$ cat src/sv/rlfb_pkg.sv
`timescale 1ns / 1ps
package rlfb_pkg;

   localparam int NCH = 3;

   localparam logic [2:0] OP_TICK      = 3'd0;
   localparam logic [2:0] OP_INTENSITY = 3'd1;
   localparam logic [2:0] OP_COLOUR    = 3'd2;
   localparam logic [2:0] OP_ANIM      = 3'd3;
   localparam logic [2:0] OP_ON        = 3'd4;
   localparam logic [2:0] OP_OFF       = 3'd5;
   localparam logic [2:0] OP_FADE      = 3'd6;

   localparam logic [7:0] ANIM_NONE  = 8'd0;
   localparam logic [7:0] ANIM_BLINK = 8'd1;
   localparam logic [7:0] ANIM_FADE  = 8'd2;

   localparam logic [1:0] CSR_BLINK_HALF = 2'd0;
   localparam logic [1:0] CSR_FADE_STEP  = 2'd1;
   localparam logic [1:0] CSR_IDLE       = 2'd2;

   localparam logic [11:0] BLINK_HALF_RESET = 12'd500;
   localparam logic [7:0]  FADE_STEP_RESET  = 8'd20;
   localparam logic [11:0] IDLE_RESET       = 12'd100;

   typedef enum logic [2:0] {
      CMD_TICK,
      CMD_INTENSITY,
      CMD_COLOUR,
      CMD_ANIM,
      CMD_ON,
      CMD_OFF,
      CMD_FADE
   } cmd_kind_type;

   typedef struct packed {
      cmd_kind_type kind;
      logic [23:0]  rgb;
      logic [7:0]   level;
      logic [15:0]  dur;
   } cmd_type;

   typedef struct packed {
      logic [7:0] red;
      logic [7:0] green;
      logic [7:0] blue;
      logic       blank;
   } frame_type;

   typedef struct packed {
      logic [11:0] blink_half;
      logic [7:0]  fade_step;
      logic [11:0] idle_period;
   } cfg_type;

endpackage

$ cat src/sv/rlfb_fifo.sv
`timescale 1ns / 1ps
module rlfb_fifo #(
   parameter int WIDTH = 8,
   parameter int DEPTH = 2
) (
   input  logic             clock,
   input  logic             reset,
   input  logic             wr_en,
   input  logic [WIDTH-1:0] wr_data,
   output logic             full,
   input  logic             rd_en,
   output logic [WIDTH-1:0] rd_data,
   output logic             empty
);
   localparam int IW = (DEPTH > 1) ? $clog2(DEPTH) : 1;
   localparam int CW = $clog2(DEPTH + 1);

   logic [WIDTH-1:0] mem_ff [DEPTH];
   logic [IW-1:0]    wr_ptr_ff, wr_ptr_in, rd_ptr_ff, rd_ptr_in;
   logic [CW-1:0]    count_ff, count_in;
   logic             wr_ok, rd_ok;

   assign full    = (count_ff == CW'(DEPTH));
   assign empty   = (count_ff == '0);
   assign wr_ok   = wr_en && !full;
   assign rd_ok   = rd_en && !empty;
   assign rd_data = mem_ff[rd_ptr_ff];

   always_comb begin
      wr_ptr_in = wr_ptr_ff;
      rd_ptr_in = rd_ptr_ff;
      count_in  = count_ff;
      if (wr_ok) begin
         wr_ptr_in = (wr_ptr_ff == IW'(DEPTH - 1)) ? '0 : wr_ptr_ff + 1'b1;
      end
      if (rd_ok) begin
         rd_ptr_in = (rd_ptr_ff == IW'(DEPTH - 1)) ? '0 : rd_ptr_ff + 1'b1;
      end
      if (wr_ok && !rd_ok) begin
         count_in = count_ff + 1'b1;
      end else if (rd_ok && !wr_ok) begin
         count_in = count_ff - 1'b1;
      end
   end

   always_ff @(posedge clock) begin
      if (reset) begin
         wr_ptr_ff <= '0;
         rd_ptr_ff <= '0;
         count_ff  <= '0;
      end else begin
         wr_ptr_ff <= wr_ptr_in;
         rd_ptr_ff <= rd_ptr_in;
         count_ff  <= count_in;
      end
   end

   always_ff @(posedge clock) begin
      if (wr_ok) begin
         mem_ff[wr_ptr_ff] <= wr_data;
      end
   end

endmodule

$ cat src/sv/rlfb_front.sv
`timescale 1ns / 1ps
module rlfb_front
   import rlfb_pkg::*;
(
   input  logic        clock,
   input  logic        reset,
   input  logic        push,
   output logic        full,
   input  logic [2:0]  opcode,
   input  logic [7:0]  red_in,
   input  logic [7:0]  green_in,
   input  logic [7:0]  blue_in,
   input  logic [7:0]  level,
   input  logic [15:0] fade_duration,
   input  logic        cmd_pop,
   output logic        cmd_valid,
   output cmd_type     cmd
);
   cmd_type dec;
   logic    keep;
   logic    cmd_empty;

   // Unknown opcodes and animation codes are accepted and dropped here.
   always_comb begin
      keep      = 1'b1;
      dec.kind  = CMD_TICK;
      dec.rgb   = {red_in, green_in, blue_in};
      dec.level = level;
      dec.dur   = fade_duration;
      case (opcode)
         OP_TICK:      dec.kind = CMD_TICK;
         OP_INTENSITY: dec.kind = CMD_INTENSITY;
         OP_COLOUR:    dec.kind = CMD_COLOUR;
         OP_ANIM: begin
            dec.kind = CMD_ANIM;
            keep     = (level <= ANIM_FADE);
         end
         OP_ON:        dec.kind = CMD_ON;
         OP_OFF:       dec.kind = CMD_OFF;
         OP_FADE:      dec.kind = CMD_FADE;
         default:      keep = 1'b0;
      endcase
   end

   rlfb_fifo #(
      .WIDTH ($bits(cmd_type)),
      .DEPTH (2)
   ) u_cmd_q (
      .clock   (clock),
      .reset   (reset),
      .wr_en   (push && keep),
      .wr_data (dec),
      .full    (full),
      .rd_en   (cmd_pop),
      .rd_data (cmd),
      .empty   (cmd_empty)
   );

   assign cmd_valid = !cmd_empty;

endmodule

$ cat src/sv/rlfb_back.sv
`timescale 1ns / 1ps
module rlfb_back
   import rlfb_pkg::*;
#(
   parameter logic [23:0] DEFAULT_COLOUR = 24'hFFFFFF,
   parameter logic [7:0]  DEFAULT_LEVEL  = 8'd128
) (
   input  logic      clock,
   input  logic      reset,
   input  cfg_type   cfg,
   input  logic      cmd_valid,
   input  cmd_type   cmd,
   output logic      cmd_pop,
   input  logic      out_full,
   output logic      out_push,
   output frame_type out_frame
);
   typedef enum logic [2:0] {
      S_IDLE,
      S_MIX,
      S_SUM,
      S_DIV,
      S_MUL,
      S_EMIT
   } state_type;

   typedef enum logic [1:0] {
      MODE_NONE  = 2'd0,
      MODE_BLINK = 2'd1,
      MODE_FADE  = 2'd2
   } mode_type;

   state_type   state_ff;
   mode_type    mode_ff;
   logic [23:0] colour_ff, origin_ff, goal_ff, frame_col_ff;
   logic [7:0]  level_ff;
   logic        lit_ff, active_ff, phase_ff, frame_on_ff;
   logic [15:0] total_ff, mix_e_ff, mix_d_ff;
   logic [16:0] done_ff;
   logic [11:0] wait_ff;
   logic [2:0]  bit_ff;
   logic [23:0] prod_a_ff [NCH];
   logic [23:0] prod_b_ff [NCH];
   logic [23:0] rem_ff    [NCH];
   logic [7:0]  quo_ff    [NCH];
   logic [15:0] scl_ff    [NCH];

   logic [23:0] mul_a    [NCH];
   logic [23:0] mul_b    [NCH];
   logic [24:0] diff     [NCH];
   logic [7:0]  q_next   [NCH];
   logic [15:0] mul_s    [NCH];
   logic [7:0]  scaled   [NCH];
   logic [23:0] div_shift;
   logic [17:0] done_sum;
   logic [16:0] done_sat;
   logic        fade_end;
   logic        new_lit;

   // Exact floor(x / 255) for 16-bit x up to 65279, where the quotient fits 8 bits.
   function automatic logic [7:0] div255(input logic [15:0] x);
      logic [16:0] s;
      s = 17'(x) + 17'(x[15:8]) + 17'd1;
      return s[15:8];
   endfunction

   assign div_shift = 24'(total_ff) << bit_ff;
   assign done_sum  = 18'(done_ff) + 18'(cfg.fade_step);
   assign done_sat  = done_sum[17] ? 17'h1FFFF : done_sum[16:0];
   assign fade_end  = (total_ff == '0) || (done_ff >= 17'(total_ff));
   assign new_lit   = (level_ff != '0) ? 1'b1 : lit_ff;

   always_comb begin
      for (int i = 0; i < NCH; i++) begin
         mul_a[i]  = 24'(origin_ff[23 - 8 * i -: 8]) * 24'(mix_d_ff);
         mul_b[i]  = 24'(goal_ff[23 - 8 * i -: 8]) * 24'(mix_e_ff);
         diff[i]   = {1'b0, rem_ff[i]} - {1'b0, div_shift};
         q_next[i] = quo_ff[i] | (diff[i][24] ? 8'd0 : (8'd1 << bit_ff));
         mul_s[i]  = 16'(frame_col_ff[23 - 8 * i -: 8]) * 16'(level_ff);
         scaled[i] = frame_on_ff ? div255(scl_ff[i]) : 8'd0;
      end
   end

   assign cmd_pop         = (state_ff == S_IDLE) && cmd_valid;
   assign out_push        = (state_ff == S_EMIT);
   assign out_frame.red   = scaled[0];
   assign out_frame.green = scaled[1];
   assign out_frame.blue  = scaled[2];
   assign out_frame.blank = !frame_on_ff;

   always_ff @(posedge clock) begin
      if (reset) begin
         state_ff  <= S_IDLE;
         mode_ff   <= MODE_NONE;
         colour_ff <= DEFAULT_COLOUR;
         origin_ff <= DEFAULT_COLOUR;
         goal_ff   <= DEFAULT_COLOUR;
         level_ff  <= DEFAULT_LEVEL;
         lit_ff    <= 1'b1;
         total_ff  <= '0;
         done_ff   <= '0;
         active_ff <= 1'b0;
         phase_ff  <= 1'b0;
         wait_ff   <= '0;
         bit_ff    <= '0;
      end else begin
         case (state_ff)
            S_IDLE: begin
               if (cmd_valid) begin
                  case (cmd.kind)
                     CMD_TICK: begin
                        if (active_ff) begin
                           if (wait_ff > 12'd1) begin
                              wait_ff <= wait_ff - 1'b1;
                           end else begin
                              case (mode_ff)
                                 MODE_BLINK: begin
                                    phase_ff     <= !phase_ff;
                                    wait_ff      <= cfg.blink_half;
                                    frame_col_ff <= colour_ff;
                                    frame_on_ff  <= !phase_ff;
                                    state_ff     <= S_MUL;
                                 end
                                 MODE_FADE: begin
                                    if (fade_end) begin
                                       colour_ff    <= goal_ff;
                                       mode_ff      <= MODE_NONE;
                                       wait_ff      <= cfg.idle_period;
                                       frame_col_ff <= goal_ff;
                                       frame_on_ff  <= lit_ff;
                                       state_ff     <= S_MUL;
                                    end else begin
                                       wait_ff     <= 12'(cfg.fade_step);
                                       done_ff     <= done_sat;
                                       mix_e_ff    <= done_ff[15:0];
                                       mix_d_ff    <= total_ff - done_ff[15:0];
                                       frame_on_ff <= lit_ff;
                                       state_ff    <= S_MIX;
                                    end
                                 end
                                 default: wait_ff <= cfg.idle_period;
                              endcase
                           end
                        end
                     end
                     CMD_INTENSITY: begin
                        level_ff <= cmd.level;
                        lit_ff   <= (cmd.level != '0);
                        if (mode_ff == MODE_NONE) begin
                           frame_col_ff <= colour_ff;
                           frame_on_ff  <= (cmd.level != '0);
                           state_ff     <= S_MUL;
                        end
                     end
                     CMD_COLOUR: begin
                        colour_ff <= cmd.rgb;
                        lit_ff    <= new_lit;
                        if (new_lit && (mode_ff == MODE_NONE)) begin
                           frame_col_ff <= cmd.rgb;
                           frame_on_ff  <= 1'b1;
                           state_ff     <= S_MUL;
                        end
                     end
                     CMD_ANIM: begin
                        mode_ff <= mode_type'(cmd.level[1:0]);
                        if (cmd.level == ANIM_NONE) begin
                           active_ff <= 1'b0;
                           if (lit_ff) begin
                              frame_col_ff <= colour_ff;
                              frame_on_ff  <= 1'b1;
                              state_ff     <= S_MUL;
                           end
                        end else if (!active_ff) begin
                           active_ff <= 1'b1;
                           phase_ff  <= 1'b0;
                           wait_ff   <= '0;
                        end
                     end
                     CMD_ON: begin
                        lit_ff <= 1'b1;
                        if (mode_ff == MODE_NONE) begin
                           frame_col_ff <= colour_ff;
                           frame_on_ff  <= 1'b1;
                           state_ff     <= S_MUL;
                        end
                     end
                     CMD_OFF: begin
                        lit_ff       <= 1'b0;
                        active_ff    <= 1'b0;
                        frame_col_ff <= colour_ff;
                        frame_on_ff  <= 1'b0;
                        state_ff     <= S_MUL;
                     end
                     CMD_FADE: begin
                        origin_ff <= colour_ff;
                        goal_ff   <= cmd.rgb;
                        total_ff  <= cmd.dur;
                        done_ff   <= '0;
                        mode_ff   <= MODE_FADE;
                        if (!active_ff) begin
                           active_ff <= 1'b1;
                           phase_ff  <= 1'b0;
                           wait_ff   <= '0;
                        end
                     end
                     default: ;
                  endcase
               end
            end
            S_MIX: begin
               for (int i = 0; i < NCH; i++) begin
                  prod_a_ff[i] <= mul_a[i];
                  prod_b_ff[i] <= mul_b[i];
               end
               state_ff <= S_SUM;
            end
            S_SUM: begin
               // Sum stays at or below 255 * length, so the quotient fits 8 bits.
               for (int i = 0; i < NCH; i++) begin
                  rem_ff[i] <= prod_a_ff[i] + prod_b_ff[i];
                  quo_ff[i] <= '0;
               end
               bit_ff   <= 3'd7;
               state_ff <= S_DIV;
            end
            S_DIV: begin
               for (int i = 0; i < NCH; i++) begin
                  if (!diff[i][24]) begin
                     rem_ff[i] <= diff[i][23:0];
                  end
                  quo_ff[i] <= q_next[i];
               end
               bit_ff <= bit_ff - 1'b1;
               if (bit_ff == '0) begin
                  frame_col_ff <= {q_next[0], q_next[1], q_next[2]};
                  state_ff     <= S_MUL;
               end
            end
            S_MUL: begin
               for (int i = 0; i < NCH; i++) begin
                  scl_ff[i] <= mul_s[i];
               end
               state_ff <= S_EMIT;
            end
            S_EMIT: begin
               if (!out_full) begin
                  state_ff <= S_IDLE;
               end
            end
            default: state_ff <= S_IDLE;
         endcase
      end
   end

endmodule

$ cat src/sv/rgb_led_fade_blink_controller.sv
`timescale 1ns / 1ps
// An item that makes a frame passes S_MUL and S_EMIT into the rsp_ queue, whose
// head drives the rsp_ ports; a fade frame first passes S_MIX, S_SUM and the
// radix-2 divider S_DIV, one per channel. Items without a frame are taken 1 per
// cycle while the back end is idle; the next item waits until a frame is queued.
// Reset: synchronous, active high; queues empty, defaults restored at once.
module rgb_led_fade_blink_controller
   import rlfb_pkg::*;
#(
   parameter logic [23:0] DEFAULT_COLOUR = 24'hFFFFFF,
   parameter logic [7:0]  DEFAULT_LEVEL  = 8'd128
) (
   input  logic        clock,
   input  logic        reset,
   input  logic        push,
   output logic        full,
   input  logic [2:0]  req_opcode,
   input  logic [7:0]  req_red_in,
   input  logic [7:0]  req_green_in,
   input  logic [7:0]  req_blue_in,
   input  logic [7:0]  req_level,
   input  logic [15:0] req_fade_duration,
   output logic        empty,
   input  logic        pop,
   output logic [7:0]  rsp_red_out,
   output logic [7:0]  rsp_green_out,
   output logic [7:0]  rsp_blue_out,
   output logic        rsp_blank,
   input  logic        csr_write,
   input  logic [1:0]  csr_index,
   input  logic [11:0] csr_wdata
);
   cfg_type   cfg_ff;
   cmd_type   cmd;
   logic      cmd_valid, cmd_pop;
   logic      out_full, out_push;
   frame_type out_frame, rsp_frame;

   always_ff @(posedge clock) begin
      if (reset) begin
         cfg_ff.blink_half  <= BLINK_HALF_RESET;
         cfg_ff.fade_step   <= FADE_STEP_RESET;
         cfg_ff.idle_period <= IDLE_RESET;
      end else if (csr_write) begin
         case (csr_index)
            CSR_BLINK_HALF: cfg_ff.blink_half  <= csr_wdata;
            CSR_FADE_STEP:  cfg_ff.fade_step   <= csr_wdata[7:0];
            CSR_IDLE:       cfg_ff.idle_period <= csr_wdata;
            default: ;
         endcase
      end
   end

   rlfb_front u_front (
      .clock         (clock),
      .reset         (reset),
      .push          (push),
      .full          (full),
      .opcode        (req_opcode),
      .red_in        (req_red_in),
      .green_in      (req_green_in),
      .blue_in       (req_blue_in),
      .level         (req_level),
      .fade_duration (req_fade_duration),
      .cmd_pop       (cmd_pop),
      .cmd_valid     (cmd_valid),
      .cmd           (cmd)
   );

   rlfb_back #(
      .DEFAULT_COLOUR (DEFAULT_COLOUR),
      .DEFAULT_LEVEL  (DEFAULT_LEVEL)
   ) u_back (
      .clock     (clock),
      .reset     (reset),
      .cfg       (cfg_ff),
      .cmd_valid (cmd_valid),
      .cmd       (cmd),
      .cmd_pop   (cmd_pop),
      .out_full  (out_full),
      .out_push  (out_push),
      .out_frame (out_frame)
   );

   rlfb_fifo #(
      .WIDTH ($bits(frame_type)),
      .DEPTH (2)
   ) u_rsp_q (
      .clock   (clock),
      .reset   (reset),
      .wr_en   (out_push),
      .wr_data (out_frame),
      .full    (out_full),
      .rd_en   (pop),
      .rd_data (rsp_frame),
      .empty   (empty)
   );

   assign rsp_red_out   = rsp_frame.red;
   assign rsp_green_out = rsp_frame.green;
   assign rsp_blue_out  = rsp_frame.blue;
   assign rsp_blank     = rsp_frame.blank;

endmodule

$ cat config.mk
export PLATFORM = sky130hd
export DESIGN_NAME = rgb_led_fade_blink_controller
export DESIGN_NICKNAME = d
export VERILOG_FILES = /design/src/sv/rlfb_pkg.sv /design/src/sv/rlfb_fifo.sv /design/src/sv/rlfb_front.sv /design/src/sv/rlfb_back.sv /design/src/sv/rgb_led_fade_blink_controller.sv
export SDC_FILE = /design/constraint.sdc
export NUM_CORES = 2
export LEC_CHECK = 0
export BUFFER_PORTS_ARGS = -buffer_cell sky130_fd_sc_hd__buf_2
export CORE_UTILIZATION = 40
export DETAILED_ROUTE_END_ITERATION = 16
export GPL_TIMING_DRIVEN = 0
export PLACE_DENSITY = 0.53
export SLEW_MARGIN = 20
export SYNTH_ARGS = -nofsm -noshare
export SYNTH_HDL_FRONTEND = slang
export SYNTH_SLANG_ARGS = --single-unit
$ cat constraint.sdc
create_clock -name clock -period 25.4 [get_ports clock]
set_clock_uncertainty 0.15 [all_clocks]
set_input_delay 5.08 -clock clock [delete_from_list [all_inputs] [get_ports clock]]
set_output_delay 5.08 -clock clock [all_outputs]
set_load 0.01 [all_outputs]
==> flow_metrics.py <==
metrics = {
    "global_routing": {
        "grt_max_degree": 52,
        "grtUsageMet3": 0.0407,
        "grt_pass1_vias": 47900,
        "grt_pass1_wl_mm": 299,
        "grt_util_met2": 0.372,
        "antenna_found_initial": 16,
        "grtUsageTotal": 0.243,
        "grt.busiest_layer": "met2",
        "use_met1": 0.347,
        "grt-ovfl-total": 0,
    },
    "detailed_routing": {
        "firstDrtPassIters": 9,
        "num_vias": 48300,
        "final_antenna_net_count": 0,
        "viasPerCell": 5.28,
        "drt-total-wl_mm": 198,
        "drt-initial-drc-count": 3426,
        "route.detailed.drc": 0,
        "wl_per_cell_um": 21.7,
    },
    "timing": {
        "tns_ns": 0,
        "hold_slack_ns": 0.312,
        "finalSetupViolations": 0,
        "drv_slew": 0,
        "rsz0062_at_grt": "false",
        "hold_violations": 0,
        "period_share": 0.334,
        "max_clock_freq_mhz": 118,
        "worstMarginPinSlew_ns": 1.29,
        "min_period_ns": 8.48,
        "slew_headroom": 0.138,
    },
    "worst_setup_path": {
        "cp_max_fo": 10,
        "rr_worst_depth": 18,
        "slowest_delay_ns": 0.71,
        "critPathArrivalTime_ns": 8.75,
        "cp-start-kind": "input port",
        "crit_path_end_kind": "register",
        "cp.required_ns": 25.67,
        "worst-setup-path-type": "input port to register",
        "path_cells": "buf_2 -> clkbuf_1 -> clkbuf_1 -> nor4_2 -> buf_4 -> buf_4 -> buf_4 -> buf_2 -> buf_2 -> buf_4 -> buf_2 -> buf_2 -> buf_4 -> buf_4 -> buf_2",
        "cp_slowest_cell": "clkbuf_1",
    },
    "clock_tree": {
        "holdBufCountCts": 0,
        "htreeDepth": 3,
        "cts_buffer_depth": 3,
        "cts_inserted_buffers": 83,
        "cts.sink_count": 675,
        "cts_setup_buffers": 0,
        "cts.clk_slew.worst_paths_ns": 0.06,
        "post_cts_resized": 0,
        "clk_latency_ns": 0.73,
        "cts_tree": "built",
        "clockRootBuffer": "clkbuf_16",
    },
    "die": {
        "die_h_um": 404,
        "rows": 147,
        "core_um2": 161000,
        "io_pins": 97,
        "die_x_um": 404,
        "start_util": 0.403,
        "die_area_um2": 163000,
    },
    "placed_design": {
        "dpl.hpwl_mm": 160,
        "gp_congestion": 0.934,
        "io_buffers": 96,
    },
    "yosys": {
        "synth_nets": 7959,
        "async_reset_ff_frac": 0,
        "synth_area_per_cell_um2": 9.67,
        "synth_edf_count": 497,
        "yosys.area.top_type": "edfxtp_1",
        "yosysUniqueCellTypes": 83,
        "ys_seq_area_frac": 0.286,
        "ys.flop_type": "edfxtp_1",
        "synthTopCellsByArea": "edfxtp_1 (23%), fa_1 (19%), ha_1 (11%)",
        "ys_ff_latch": 675,
        "yosysTopAreaCellShare": 0.231,
        "synthCells": 6687,
        "yosysWarnings": 0,
        "synth.cell_area_um2": 64600,
    },
    "power_and_ir_drop": {
        "pwr-share-seq": 0.205,
        "p_switching_mw": 4.27,
        "p_comb_frac": 0.649,
        "leakage_nw": 30.9,
        "peakVddDrop_uv": 159,
        "clkPwrFrac": 0.146,
        "internal-power_mw": 4.59,
        "p_per_area_nw_per_um2": 124,
        "swShare": 0.482,
        "finalPower_mw": 8.86,
    },
    "layout": {
        "drive_above_1_share": 0.0575,
        "fin_nets": 8189,
        "area_growth_pct": 10.5,
        "nFillCells": 15500,
    },
    "status": {
        "status": "complete, no violations",
    },
    "flow_run": {
        "cap_viol_max_count": 0,
    },
    "min_path": {
        "hold_depth": 2,
        "hp-class": "register to register",
    },
}
==> cells by family after synthesis <==
group / synth area share
AOI/OAI and AO/OA: 0.110
xor gates and xnor gates: 0.0386
adders and majority gates: 0.305
buffers and inverters: 0.0652
DFF: 0.286
muxes: 0.0259
and+or+nand+nor: 0.169
==> through the flow <==
step           instance area (um^2)  worst slack, ns   util  cells
4_1_cts                       71400            17.01  0.445   9146
3_3_place_gp                  67800            -2.97  0.422   8943
5_1_grt                       71400            16.82  0.445   9146
3_5_place_dp                  68500            16.28  0.426   8992
2_1_floorplan                 64600             5.23      -   6687
6_report                      71400            16.92  0.445   9147
==> synth_stat cells (all sizes together) (44+ instances only) <==
| cell | count |
|---|---|
| a211oi | 51 |
| fa | 620 |
| mux2 | 44 |
| o211ai | 74 |
| clkbuf | 247 |
| dfxtp | 178 |
| edfxtp | 497 |
| xnor2 | 181 |
| a21o | 89 |
| nor2 | 360 |
| o21ai | 252 |
| xor2 | 104 |
| nand2 | 582 |
| nor3 | 77 |
| mux2i | 104 |
| and2 | 764 |
| nand2b | 52 |
| ha | 582 |
| nand3 | 98 |
| a21oi | 308 |
| nor2b | 54 |
| inv | 849 |
| o21a | 61 |
==> worst max-delay path: cells and delay by family <==
kind                   cells  cell delay, ns
AND/OR/NAND/NOR            1            0.05
buffers and inverters     14            3.59
==> state kept, by name, summed over array words and instances (netlist names), 17 cells and up, named ones only <==
register	count
cfg_ff	32
u_back.colour_ff	24
u_back.done_ff	17
u_back.frame_col_ff	24
u_back.goal_ff	24
u_back.origin_ff	24
u_back.prod_a_ff	72
u_back.prod_b_ff	72
u_back.quo_ff	24
u_back.rem_ff	72
u_back.scl_ff	48
u_front.u_cmd_q.mem_ff	102
u_rsp_q.mem_ff	50
==> power by group through the flow <==
stage                     registers, mW  clock network [mW]  logic, mW
after floorplan                    1.76                   0       3.74
after global placement             1.86                   0       5.56
after detailed placement           1.84                   0       5.69
after CTS                          1.81                1.32       5.73
after global routing               1.83                1.36       6.34
final                              1.81                1.29       5.75
==> path summary, 6_finish.rpt <==
kind	end	startpoint	slack [ns]
worst max register to register	u_back.prod_b_ff[0][21]$_DFFE_PP_	u_back.goal_ff[21]$_SDFFE_PP1P_	17.83
worst min-delay path	cfg_ff[9]$_SDFFE_PP0P_	cfg_ff[9]$_SDFFE_PP0P_	0.31
worst min register to register	cfg_ff[9]$_SDFFE_PP0P_	cfg_ff[9]$_SDFFE_PP0P_	0.31
worst max-delay path	u_back.prod_b_ff[0][63]$_DFFE_PP_	reset	16.92
==> layout by cell type (no fill, tap or decap), types with 83 or more instances in the layout <==
cell,n
mux2i_1,91
clkbuf_16,83
and2_1,763
dfxtp_1,178
nand3_1,98
clkbuf_1,260
ha_1,582
nand2_1,582
o21ai_0,243
xnor2_1,175
xor2_1,104
a21oi_1,306
a21o_1,89
buf_2,126
edfxtp_1,497
inv_1,848
fa_1,620
nor2_1,355
==> area by class of cell <==
cell class              count  area [um^2]  area share
repair buffers            145          920      0.0129
flip-flops and latches    675        18500       0.259
inverters                 850         3190      0.0447
clock buffers              97         2140      0.0300
plain buffers             265         1020      0.0143
well taps                2160         2700      0.0378
multi-input cells        4897        42200       0.590
diodes                      1         2.50   0.0000350
clock inverters            57          815      0.0114
==> per-layer routing <==
| metal | share of wire | vias up |
|---|---|---|
| li1 | - | 22800 |
| met1 | 0.47 | 24000 |
| met2 | 0.44 | 1255 |
| met3 | 0.065 | 229 |
| met4 | 0.032 | 6 |
| met5 | 0.00022 | - |
(Power assumes the default switching activity.)
